## src/sv/adam7_pass_scatter_addresser_macros.svh

```systemverilog
// Assertion macros shared by the Adam7 pass scatter addresser RTL
`ifndef ADAM7_PASS_SCATTER_ADDRESSER_MACROS_SVH
`define ADAM7_PASS_SCATTER_ADDRESSER_MACROS_SVH

// same-cycle implication, sampled on clk, off during reset
`define A7PSA_ASSERT_IMP(lbl, ante, cons, msg) \
    lbl: assert property (@(posedge clk) disable iff (!rst_n) (ante) |-> (cons)) \
        else $error(msg);

// next-cycle implication, sampled on clk, off during reset
`define A7PSA_ASSERT_NXT(lbl, ante, cons, msg) \
    lbl: assert property (@(posedge clk) disable iff (!rst_n) (ante) |=> (cons)) \
        else $error(msg);

`endif

```

## src/sv/a7psa_pkg.sv

```systemverilog
// Shared types, constants and helpers for the Adam7 pass scatter addresser
package a7psa_pkg;

    localparam int unsigned DIM_W      = 13;
    localparam int unsigned POS_W      = 12;
    localparam int unsigned CNT_W      = 24;
    localparam int unsigned PIX_W      = 8;
    localparam int unsigned PASS_W     = 3;
    localparam int unsigned PASS_COUNT = 7;
    localparam int unsigned TILE       = 8;
    localparam int unsigned TILE_W     = 3;

    typedef logic [DIM_W-1:0]  dim_t;
    typedef logic [POS_W-1:0]  pos_t;
    typedef logic [CNT_W-1:0]  cnt_t;
    typedef logic [PIX_W-1:0]  pix_t;
    typedef logic [PASS_W-1:0] pass_t;
    typedef cnt_t [PASS_COUNT-1:0] cnt_arr_t;

    localparam dim_t MIN_DIM   = 13'd1;
    localparam dim_t MAX_DIM   = 13'd4096;
    localparam dim_t DIM_RESET = 13'd8;

    typedef enum logic [0:0] {
        REG_IMAGE_WIDTH  = 1'b0,
        REG_IMAGE_HEIGHT = 1'b1
    } reg_index_t;

    typedef struct packed {
        pass_t pass_number;
        cnt_t  pass_index;
        cnt_t  stream_offset;
        pix_t  pixel_out;
        logic  image_done;
    } result_t;

    // Adam7 mask, indexed [row mod 8][column mod 8]
    localparam pass_t PASS_MAP [TILE][TILE] = '{
        '{3'd1, 3'd6, 3'd4, 3'd6, 3'd2, 3'd6, 3'd4, 3'd6},
        '{3'd7, 3'd7, 3'd7, 3'd7, 3'd7, 3'd7, 3'd7, 3'd7},
        '{3'd5, 3'd6, 3'd5, 3'd6, 3'd5, 3'd6, 3'd5, 3'd6},
        '{3'd7, 3'd7, 3'd7, 3'd7, 3'd7, 3'd7, 3'd7, 3'd7},
        '{3'd3, 3'd6, 3'd4, 3'd6, 3'd3, 3'd6, 3'd4, 3'd6},
        '{3'd7, 3'd7, 3'd7, 3'd7, 3'd7, 3'd7, 3'd7, 3'd7},
        '{3'd5, 3'd6, 3'd5, 3'd6, 3'd5, 3'd6, 3'd5, 3'd6},
        '{3'd7, 3'd7, 3'd7, 3'd7, 3'd7, 3'd7, 3'd7, 3'd7}
    };

    function automatic dim_t clamp_dim(input dim_t v);
        dim_t r;
        if (v < MIN_DIM)
        begin
            r = MIN_DIM;
        end
        else if (v > MAX_DIM)
        begin
            r = MAX_DIM;
        end
        else
        begin
            r = v;
        end
        return r;
    endfunction

endpackage

```

## src/sv/a7psa_base_calc.sv

```systemverilog
// Pass base sequencer: one shared multiplier steps through the seven pass sizes
module a7psa_base_calc
    import a7psa_pkg::*;
(
    input  logic     clk,
    input  logic     rst_n,
    input  logic     restart,
    input  dim_t     image_width,
    input  dim_t     image_height,
    output logic     busy,
    output cnt_arr_t bases
);

    localparam pass_t LAST_STEP = 3'd7;

    logic             busy_reg;
    pass_t            step_reg;
    cnt_t             acc_reg;
    cnt_t             prod_reg;
    cnt_arr_t         base_reg;

    dim_t             w;
    dim_t             h;
    logic [DIM_W:0]   w1;
    logic [DIM_W:0]   w3;
    logic [DIM_W:0]   w7;
    logic [DIM_W:0]   h1;
    logic [DIM_W:0]   h3;
    logic [DIM_W:0]   h7;
    dim_t             hf;
    dim_t             wf;
    logic [2*DIM_W-1:0] prod_full;
    cnt_t             size_next;
    cnt_t             acc_sum;

    always_comb
    begin
        w  = clamp_dim(image_width);
        h  = clamp_dim(image_height);
        w1 = {1'b0, w} + 14'd1;
        w3 = {1'b0, w} + 14'd3;
        w7 = {1'b0, w} + 14'd7;
        h1 = {1'b0, h} + 14'd1;
        h3 = {1'b0, h} + 14'd3;
        h7 = {1'b0, h} + 14'd7;
        case (step_reg)
            3'd0:
            begin
                hf = DIM_W'(h7 >> 3);
                wf = DIM_W'(w7 >> 3);
            end
            3'd1:
            begin
                hf = DIM_W'(h7 >> 3);
                wf = DIM_W'(w3 >> 3);
            end
            3'd2:
            begin
                hf = DIM_W'(h3 >> 3);
                wf = DIM_W'(w3 >> 2);
            end
            3'd3:
            begin
                hf = DIM_W'(h3 >> 2);
                wf = DIM_W'(w1 >> 2);
            end
            3'd4:
            begin
                hf = DIM_W'(h1 >> 2);
                wf = DIM_W'(w1 >> 1);
            end
            3'd5:
            begin
                hf = DIM_W'(h1 >> 1);
                wf = w >> 1;
            end
            3'd6:
            begin
                hf = h >> 1;
                wf = w;
            end
            default:
            begin
                hf = '0;
                wf = '0;
            end
        endcase
        prod_full = hf * wf;
        size_next = prod_full[CNT_W-1:0];
        acc_sum   = acc_reg + prod_reg;
    end

    // step s: latch size(s); accumulate size(s-1) into base(s)
    always_ff @(posedge clk or negedge rst_n)
    begin
        if (!rst_n)
        begin
            busy_reg <= 1'b1;
            step_reg <= '0;
            acc_reg  <= '0;
            base_reg <= '0;
        end
        else if (restart)
        begin
            busy_reg <= 1'b1;
            step_reg <= '0;
            acc_reg  <= '0;
        end
        else if (busy_reg)
        begin
            if (step_reg != 3'd0)
            begin
                acc_reg <= acc_sum;
                if (step_reg != LAST_STEP)
                begin
                    base_reg[step_reg] <= acc_sum;
                end
            end
            if (step_reg != LAST_STEP)
            begin
                step_reg <= step_reg + 3'd1;
            end
            else
            begin
                busy_reg <= 1'b0;
            end
        end
    end

    always_ff @(posedge clk)
    begin
        if (busy_reg && step_reg != LAST_STEP)
        begin
            prod_reg <= size_next;
        end
    end

    assign busy  = busy_reg;
    assign bases = base_reg;

endmodule

```

## src/sv/a7psa_pass_track.sv

```systemverilog
// Raster position, per-pass counters and per-pixel pass/offset datapath
module a7psa_pass_track
    import a7psa_pkg::*;
(
    input  logic     clk,
    input  logic     rst_n,
    input  logic     accept,
    input  logic     frame_start,
    input  pix_t     pixel_value,
    input  dim_t     image_width,
    input  dim_t     image_height,
    input  cnt_arr_t new_bases,
    output result_t  result
);

    pos_t     row_reg;
    pos_t     col_reg;
    cnt_arr_t cnt_reg;
    cnt_arr_t base_reg;

    pos_t     row_next;
    pos_t     col_next;
    cnt_arr_t cnt_next;

    dim_t     w;
    dim_t     h;
    pos_t     row_cur;
    pos_t     col_cur;
    cnt_arr_t cnt_cur;
    cnt_arr_t base_cur;
    pass_t    pass;
    pass_t    slot;
    cnt_t     idx;
    dim_t     col_inc;
    dim_t     row_inc;
    logic     col_end;
    logic     row_end;
    logic     done;

    always_comb
    begin
        w        = clamp_dim(image_width);
        h        = clamp_dim(image_height);
        row_cur  = frame_start ? '0 : row_reg;
        col_cur  = frame_start ? '0 : col_reg;
        cnt_cur  = frame_start ? '0 : cnt_reg;
        base_cur = frame_start ? new_bases : base_reg;

        pass = PASS_MAP[row_cur[TILE_W-1:0]][col_cur[TILE_W-1:0]];
        slot = pass - 3'd1;
        idx  = cnt_cur[slot];

        col_inc = {1'b0, col_cur} + 13'd1;
        row_inc = {1'b0, row_cur} + 13'd1;
        col_end = col_inc >= w;
        row_end = row_inc >= h;
        done    = col_end && row_end;

        cnt_next       = cnt_cur;
        cnt_next[slot] = idx + 24'd1;
        row_next       = row_cur;
        col_next       = col_cur + 12'd1;
        if (col_end)
        begin
            col_next = '0;
            row_next = row_cur + 12'd1;
            if (row_end)
            begin
                row_next = '0;
                cnt_next = '0;
            end
        end

        result.pass_number   = pass;
        result.pass_index    = idx;
        result.stream_offset = base_cur[slot] + idx;
        result.pixel_out     = pixel_value;
        result.image_done    = done;
    end

    always_ff @(posedge clk or negedge rst_n)
    begin
        if (!rst_n)
        begin
            row_reg  <= '0;
            col_reg  <= '0;
            cnt_reg  <= '0;
            base_reg <= '0;
        end
        else if (accept)
        begin
            row_reg  <= row_next;
            col_reg  <= col_next;
            cnt_reg  <= cnt_next;
            base_reg <= base_cur;
        end
    end

endmodule

```

## src/sv/a7psa_out_buf.sv

```systemverilog
// Result register with a one-entry skid stage
module a7psa_out_buf
    import a7psa_pkg::*;
(
    input  logic    clk,
    input  logic    rst_n,
    input  logic    load,
    input  result_t load_data,
    output logic    full,
    output logic    result_valid,
    input  logic    result_stall,
    output result_t result_data
);

    logic    out_valid_reg;
    logic    skid_valid_reg;
    result_t out_data_reg;
    result_t skid_data_reg;
    logic    out_fire;

    assign out_fire = out_valid_reg && !result_stall;

    always_ff @(posedge clk or negedge rst_n)
    begin
        if (!rst_n)
        begin
            out_valid_reg  <= 1'b0;
            skid_valid_reg <= 1'b0;
        end
        else if (skid_valid_reg)
        begin
            if (out_fire)
            begin
                skid_valid_reg <= 1'b0;
            end
        end
        else if (load)
        begin
            if (out_valid_reg && !out_fire)
            begin
                skid_valid_reg <= 1'b1;
            end
            else
            begin
                out_valid_reg <= 1'b1;
            end
        end
        else if (out_fire)
        begin
            out_valid_reg <= 1'b0;
        end
    end

    always_ff @(posedge clk)
    begin
        if (skid_valid_reg)
        begin
            if (out_fire)
            begin
                out_data_reg <= skid_data_reg;
            end
        end
        else if (load)
        begin
            if (out_valid_reg && !out_fire)
            begin
                skid_data_reg <= load_data;
            end
            else
            begin
                out_data_reg <= load_data;
            end
        end
    end

    assign full         = skid_valid_reg;
    assign result_valid = out_valid_reg;
    assign result_data  = out_data_reg;

endmodule

```

## src/sv/adam7_pass_scatter_addresser.sv

```systemverilog
// Top level of the Adam7 pass scatter addresser. Takes one grayscale pixel per
// clock in raster order while pixel_stall is low and returns, via the result
// register or the skid stage, its Adam7 pass (1..7), its index within that pass
// and its byte offset in the pass-ordered payload; the pass lookup, counter
// increment and base add all sit between the position/counter registers and
// the result register. Pass bases are latched on a pixel with frame_start set;
// a sequencer with one shared multiplier supplies them and is busy after reset
// and each configuration write, holding pixel_stall high. A one-entry skid stage
// lets a pixel be taken while a finished result still waits on result_stall.
`include "adam7_pass_scatter_addresser_macros.svh"

module adam7_pass_scatter_addresser
    import a7psa_pkg::*;
(
    input  logic                clk,
    input  logic                rst_n,

    input  logic                cfg_we,
    input  logic                cfg_index,
    input  logic [DIM_W-1:0]    cfg_data,

    input  logic                pixel_valid,
    output logic                pixel_stall,
    input  logic [PIX_W-1:0]    pixel_value,
    input  logic                frame_start,

    output logic                result_valid,
    input  logic                result_stall,
    output logic [PASS_W-1:0]   pass_number,
    output logic [CNT_W-1:0]    pass_index,
    output logic [CNT_W-1:0]    stream_offset,
    output logic [PIX_W-1:0]    pixel_out,
    output logic                image_done
);

    dim_t     width_reg;
    dim_t     height_reg;
    logic     calc_busy;
    cnt_arr_t calc_bases;
    logic     skid_full;
    logic     accept;
    result_t  track_result;
    result_t  out_result;

    always_ff @(posedge clk or negedge rst_n)
    begin
        if (!rst_n)
        begin
            width_reg  <= DIM_RESET;
            height_reg <= DIM_RESET;
        end
        else if (cfg_we)
        begin
            unique case (reg_index_t'(cfg_index))
                REG_IMAGE_WIDTH:  width_reg  <= cfg_data;
                REG_IMAGE_HEIGHT: height_reg <= cfg_data;
            endcase
        end
    end

    assign pixel_stall = calc_busy || skid_full;
    assign accept      = pixel_valid && !pixel_stall;

    a7psa_base_calc u_base_calc (
        .clk          (clk),
        .rst_n        (rst_n),
        .restart      (cfg_we),
        .image_width  (width_reg),
        .image_height (height_reg),
        .busy         (calc_busy),
        .bases        (calc_bases)
    );

    a7psa_pass_track u_pass_track (
        .clk          (clk),
        .rst_n        (rst_n),
        .accept       (accept),
        .frame_start  (frame_start),
        .pixel_value  (pixel_value),
        .image_width  (width_reg),
        .image_height (height_reg),
        .new_bases    (calc_bases),
        .result       (track_result)
    );

    a7psa_out_buf u_out_buf (
        .clk          (clk),
        .rst_n        (rst_n),
        .load         (accept),
        .load_data    (track_result),
        .full         (skid_full),
        .result_valid (result_valid),
        .result_stall (result_stall),
        .result_data  (out_result)
    );

    assign pass_number   = out_result.pass_number;
    assign pass_index    = out_result.pass_index;
    assign stream_offset = out_result.stream_offset;
    assign pixel_out     = out_result.pixel_out;
    assign image_done    = out_result.image_done;

    `A7PSA_ASSERT_IMP(a_busy_stalls, calc_busy, pixel_stall, "pixel taken during base calc")
    `A7PSA_ASSERT_NXT(a_cfg_stalls, cfg_we, pixel_stall, "no stall after config write")
    `A7PSA_ASSERT_NXT(a_accept_shows, accept, result_valid, "accepted transaction lost")
    `A7PSA_ASSERT_IMP(a_pass_range, result_valid, pass_number != 3'd0, "pass number zero")

endmodule
```

## config.mk

```make
export PLATFORM = sky130hd
export DESIGN_NAME = adam7_pass_scatter_addresser
export DESIGN_NICKNAME = d
export VERILOG_FILES = /design/src/sv/a7psa_pkg.sv /design/src/sv/a7psa_base_calc.sv /design/src/sv/a7psa_pass_track.sv /design/src/sv/a7psa_out_buf.sv /design/src/sv/adam7_pass_scatter_addresser.sv
export VERILOG_INCLUDE_DIRS = /design/src /design/src/sv
export SDC_FILE = /design/constraint.sdc
export NUM_CORES = 2
export LEC_CHECK = 0
export BUFFER_PORTS_ARGS = -buffer_cell sky130_fd_sc_hd__buf_2
export CAP_MARGIN = 20
export CORE_MARGIN = 2
export CORE_UTILIZATION = 45
export CTS_BUF_LIST = sky130_fd_sc_hd__clkbuf_8
export CTS_CLUSTER_DIAMETER = 40
export CTS_CLUSTER_SIZE = 12
export DETAILED_ROUTE_END_ITERATION = 16
export PLACE_DENSITY = 0.7
export SLEW_MARGIN = 5
export SYNTH_ARGS = -nofsm -noshare
export SYNTH_HDL_FRONTEND = slang
export SYNTH_SLANG_ARGS = --single-unit
```

## constraint.sdc

```tcl
create_clock -name clk -period 13.9 [get_ports clk]
set_clock_uncertainty 0.15 [all_clocks]
set_input_delay 0.695 -clock clk [delete_from_list [all_inputs] [get_ports clk]]
set_output_delay 0.695 -clock clk [all_outputs]
set_load 0.02 [all_outputs]
```

## Word level (Yosys, flattened, before mapping)

Memory sizes are Yosys's and may differ from the RTL's.
Cells that the tools add are included.

| storage, ports and cells | value |
|---|---|
| memories | 1 |
| register bits after elaboration | 728 |
| memory bits (read-only) | 192 |
| logic and storage cells | 162 |

| operators by class | value |
|---|---|
| magnitude comparators | 12 |
| add/subtract/negate cells | 15 |
| bitwise logic cells | 5 |
| multiply operators | 1 |
| mux-type cells | 50 |
| equal/unequal tests | 10 |
| reduce and logical (&&, ||, !) cells | 27 |

Memory list:

| name | words | bits a word | read ports | clocked after memory_dff | write ports | RTL line | RTL |
|---|---|---|---|---|---|---|---|
| (name not given) | 8 | 24 | 1 | 0 | 0 | a7psa_pass_track.sv:49 | `pass = PASS_MAP[row_cur[TILE_W-1:0]][col_cur[TILE_W-1:0]];` |

Operator list:

| cell | number |
|---|---|
| $mux W168 | 4 |
| $bwmux W168 | 2 |
| $mux W60 | 4 |
| $mux W24 | 9 |
| $bmux W24 S3 | 2 |
| $demux W24 S3 | 2 |
| $pmux W13 S7 | 1 |
| $pmux W13 S6 | 1 |
| $mux W12 | 5 |
| $mux W13 | 4 |
| $add A24 B24 Y24 | 2 |
| $add A13 B1 Y14 const B | 2 |
| $add A13 B2 Y14 const B | 2 |
| $add A13 B3 Y14 const B | 2 |
| $add A12 B1 Y13 const B | 2 |
| $ge A13 B13 Y1 | 2 |
| $gt A13 B13 Y1 const B | 2 |
| $lt A13 B1 Y1 const B | 2 |
| $add A12 B1 Y12 const B | 2 |
| $add A24 B1 Y24 const B | 1 |
| $mul A13 B13 Y24 | 1 |
| $mux W3 | 5 |
| $mux W1 | 10 |
| $reduce_bool A2 Y1 | 5 |
| other kinds (23) | 46 |

## Logic depth before layout (Yosys ltp)

| depth | value |
|---|---|
| depth in word-level cells | 16 |
| depth in mapped cells | 38 |
| mapped depth without buffers | 34 |

## Cells and area by module

Synthesis repeated with hierarchy kept, for this count alone.

| unflattened totals | value |
|---|---|
| cell total of the unflattened synthesis | 4088 |
| area, all modules | 43548.0 µm² |

Modules (own cells, without submodules):

| module | times used | sequential area each (µm²) | area each (µm²) | cells an instance |
|---|---|---|---|---|
| a7psa_pass_track | 1 | 9008.6 | 20871.3 | 2021 |
| a7psa_base_calc | 1 | 5626.6 | 16915.0 | 1809 |
| a7psa_out_buf | 1 | 3653.5 | 4722.0 | 199 |
| adam7_pass_scatter_addresser | 1 | 653.1 | 1039.7 | 59 |

## Worst setup path after synthesis

OpenSTA, ideal clock, no wires.

| path | value |
|---|---|
| path type | input to register |
| from | input frame_start |
| to | register u_out_buf.out_data_reg (netlist bit u_out_buf.result_data[31]) (data pin) |
| arrival | 8043 ps |
| library setup time | 260 ps |
| stages on the path | 37 |
| path slack | 5447 ps |
| cell sequence | buf_2 -> inv_2 -> buf_2 -> buf_1 -> clkbuf_1 -> buf_1 -> nand2_1 -> ha_1 -> nor2b_1 -> o211a_2 -> nor2_2 -> inv_2 -> clkbuf_1 -> clkbuf_1 -> ha_1 -> or3_1 -> buf_2 -> buf_4 -> a221oi_1 -> clkbuf_1 -> clkbuf_1 -> a22oi_1 -> nand3_1 -> a211oi_1 -> ha_1 -> inv_1 -> fa_1 -> nor2b_1 -> o2111ai_1 -> a31oi_1 -> a311o_1 -> a31oi_1 -> nor2b_1 -> o21a_1 -> o41ai_1 -> xnor2_1 -> mux2_2 |

RTL lines:

| element | RTL line | RTL |
|---|---|---|
| start: declaration | adam7_pass_scatter_addresser.sv:25 | `input logic frame_start,` |
| end signal: assignment | a7psa_out_buf.sv:60 | `out_data_reg <= skid_data_reg;` |
| end signal: assignment | a7psa_out_buf.sv:71 | `out_data_reg <= load_data;` |
| end: declaration | a7psa_out_buf.sv:17 | `result_t out_data_reg;` |

## Worst setup path in the final report

| path | value |
|---|---|
| from | register width_reg[4] |
| to | register u_base_calc.prod_reg[23] (data pin) |

| between the ends | value |
|---|---|
| cells in the longest elaborated chain, start to end | 6 |
| elaborated cells between the ends (all ways) | 9 |
| those cells by class | 3 x add/sub; 1 x mul; 2 x order compare; 3 x mux |

Ends and longest elaborated chain:

| element | RTL line | RTL |
|---|---|---|
| start: declaration | adam7_pass_scatter_addresser.sv:36 | `dim_t width_reg;` |
| start signal: assignment | adam7_pass_scatter_addresser.sv:55 | `REG_IMAGE_WIDTH: width_reg <= cfg_data;` |
| $gt A13 B13 Y1 | a7psa_pkg.sv:55 | `else if (v > MAX_DIM)` |
| $mux W13 | a7psa_pkg.sv:55 |  |
| $mux W13 (*) | a7psa_pkg.sv:51 | `if (v < MIN_DIM)` |
| $add A13 B1 Y14, or another cell as far along | a7psa_base_calc.sv:40 | `w1 = {1'b0, w} + 14'd1;` |
| $pmux W13 S7 (*) | a7psa_base_calc.sv:46 | `case (step_reg)` |
| $mul A13 B13 Y24 (*) | a7psa_base_calc.sv:88 | `prod_full = hf * wf;` |
| named net u_base_calc.prod_full[23] | a7psa_base_calc.sv:32 | `logic [2*DIM_W-1:0] prod_full;` |
| end signal: assignment | a7psa_base_calc.sv:134 | `prod_reg <= size_next;` |
| end: declaration | a7psa_base_calc.sv:19 | `cnt_t prod_reg;` |

The timed path passes the listed nets; every way through them passes the cells marked *.
A chain may end at the register's enable or synchronous reset.

==> results.sh <==
export IMPL_critPathBufInv=5
export IMPL_num_nets_final=4414
export IMPL_p_per_area_nw_per_um2=203
export IMPL_clock_fmax_mhz=108
export IMPL_synthFlopType="dfrtp_1"
export IMPL_status="finished, final reports clean"
export IMPL_finalSetupViolations=0
export IMPL_grt_use_total=0.242
export IMPL_drv_cap=0
export IMPL_synth_area_sq_um=42500
export IMPL_drive_gt1_frac=0.190
export IMPL_post_cts_buffers=0
export IMPL_dp_hpwl_microns=78900
export IMPL_rsz0062_at_grt="false"
export IMPL_vias=32400
export IMPL_areaGrowthSynthToFinish_pct=10.8
export IMPL_final_period_utilization=0.664
export IMPL_clock_latency_ns=0.76
export IMPL_peakVddDrop_mv=0.175
export IMPL_min_delay_path_class="in2reg"
export IMPL_htreeDepth=3
export IMPL_clockPowerShare=0.200
export IMPL_synth_distinct_cells=100
export IMPL_worst_path_max_fanout=12
export IMPL_cts_made_buffers=104
export IMPL_max_stage_delay_ns=0.82
export IMPL_viasPerCell=5.94
export IMPL_route_detailed_drc=0
export IMPL_min_period_ns=9.22
export IMPL_io_buffers=89
export IMPL_synth_avg_cell_area_sq_um=10.6
export IMPL_cts_tree="built"
export IMPL_whs_path_depth=2
export IMPL_start_kind="register"
export IMPL_hold_viol_final=0
export IMPL_synth_common_cells="581 x dfrtp_1, 466 x nand2_1, 341 x mux2_2"
export IMPL_placed_cell_area_sq_um=44500
export IMPL_slew_viol_final=0
export IMPL_slowest_stage="o21ai_1"
export IMPL_io_pin_count=90
export IMPL_drtIter0Drc=3676
export IMPL_synth_area_top_cells="dfrtp_1 34%, edfxtp_1 10%, mux2_2 9.0%, fa_1 5.7%, ha_1 4.4%"
export IMPL_synth_largest_area_cell="dfrtp_1"
export IMPL_path_delay_family="compound AO/OA/AOI/OAI gates"
export IMPL_place_gp_congestion=0.929
export IMPL_sw_frac_of_total=0.433
export IMPL_ys_seq_elements=728
export IMPL_crit_start="width_reg[4]"
export IMPL_clock_sinks=728
export IMPL_wl_per_cell_microns=21.6
export IMPL_pwr_share_seq=0.308
export IMPL_power_w=0.00953
export IMPL_clockRootBuffer="clkbuf_8"
export IMPL_clockBufferDepth=3
export IMPL_totalWireLength_microns=118000
export IMPL_firstDrtPassIters=7
export IMPL_clk_pin_slew_worst_paths_ns=0.08
export IMPL_synthCells=4025
export IMPL_die_area_sq_um=96900
export IMPL_core_sq_um=93500
export IMPL_worstRegToRegCells=28
export IMPL_hp_start="cfg_data[5]"
export IMPL_ys_warnings_count=0
export IMPL_final_area_sq_um=47100
export IMPL_slew_headroom=0.221
export IMPL_initial_core_util=0.454
export IMPL_end_kind="register"
export IMPL_synth_most_common_cell="dfrtp_1"
export IMPL_postRouteAntennaNets=0
export IMPL_r2r_start="width_reg[4]"
export IMPL_grt_max_degree=169
export IMPL_synth_edf_count=144
export IMPL_whs_ns=0.0666
export IMPL_grt_pass1_wl_microns=187000
export IMPL_antenna_found_initial=3
export IMPL_rows=112
export IMPL_critical_path_arrival_ns=9.54
export IMPL_pwr_share_comb=0.491
export IMPL_critPathRequiredTime_ns=14.21
export IMPL_synth_top_area_frac=0.342
export IMPL_overflow=0
export IMPL_grt_pass1_vias=32600
export IMPL_worst_pin_slew_ns=1.16
export IMPL_switching_power_w=0.00413
export IMPL_critPathKind="reg2reg"
export IMPL_yosysSeqAreaShare=0.446
export IMPL_ys_async_sr_fraction=0.802
export IMPL_power_leakage_nw=21.3
export IMPL_setup_tns_ns=0
export IMPL_die_h_microns=311
export IMPL_p_int_w=0.00540
export IMPL_worst_path_stages=28
export IMPL_die_w_microns=311
[metal layers]
layer | global-route usage | part of all wire
met5 | 0 | 0
met1 | 0.330 | 0.42
met4 | 0.0935 | 0.037
met2 | 0.387 | 0.46
met3 | 0.0402 | 0.079
[final timing paths]
path / endpoint / slack, ns
min in group asynchronous: u_pass_track.cnt_reg[131] / 0.38
max reg2reg: u_base_calc.prod_reg[23] / 4.68
min: height_reg[5] / 0.07
max: u_base_calc.prod_reg[23] / 4.68
max in group asynchronous: u_base_calc.bases[71] / 11.27
min reg2reg: u_pass_track.cnt_reg[22] / 0.34
[power by group through the flow]
stage	combinational, W	sequential [W]	clock [W]
floorplan	0.00317	0.00289	0
finish	0.00468	0.00294	0.00191
detailed placement	0.00459	0.00297	0
global placement	0.00451	0.00296	0
CTS	0.00462	0.00294	0.00194
global route	0.00516	0.00299	0.00204
[placed cells by master (no fill, tap or decap), types with 18 or more instances in the layout]
cell type / count
clkbuf_8: 106
ha_1: 149
a31oi_1: 24
nand4_1: 27
and2_1: 21
o21a_1: 18
mux2_2: 341
nor3_1: 63
a22o_1: 160
xnor2_1: 108
edfxtp_1: 144
a21o_1: 21
nor2b_1: 34
inv_1: 249
fa_1: 122
mux2i_1: 115
a22oi_1: 32
nand3_1: 88
buf_4: 93
xor2_1: 32
nor4_1: 21
o211ai_1: 19
nand2b_1: 36
o21ai_0: 250
dfrtp_1: 580
and3_1: 31
o22ai_1: 41
buf_2: 88
inv_6: 24
a21oi_1: 117
nand2_1: 464
a211oi_1: 29
nor2_1: 215
[kinds of logic (layout without fill, tap and decap cells)]
kind of cell / after synthesis / count (layout) / share of synthesized area
xor+xnor: 140 / 140 / 0.0289
compound gates: 874 / 874 / 0.140
flops: 728 / 728 / 0.446
simple gates: 1066 / 1066 / 0.115
mux: 469 / 469 / 0.124
fa+ha+maj: 272 / 272 / 0.102
buf+inv: 474 / 637 / 0.0436
other cells: 2 / 12 / 0.000177
[per-stage QoR]
stage          std cells  setup WS [ns]   util
6_report            5452           4.68  0.503
5_1_grt             5452           4.11  0.503
4_1_cts             5445           4.70  0.502
3_5_place_dp        5244           4.74  0.476
3_3_place_gp        5240           4.94  0.476
2_1_floorplan       4034           5.45      -
[layout make-up]
cell class	count	area (sq um)
diodes	1	2.50
clock buffers	106	1460
clock inverters	83	868
fillers	8360	46400
inverters	247	927
multi-input cells	2832	21900
flip-flops and latches	728	18900
well taps	1254	1570
repair buffers	201	1420
[repair_timing]
action	CTS	global route
hold buffers	12	0
setup endpoints to repair	0	0
hold endpoints to repair	116	0
resized for setup	0	0
(Power assumes the default switching activity.)
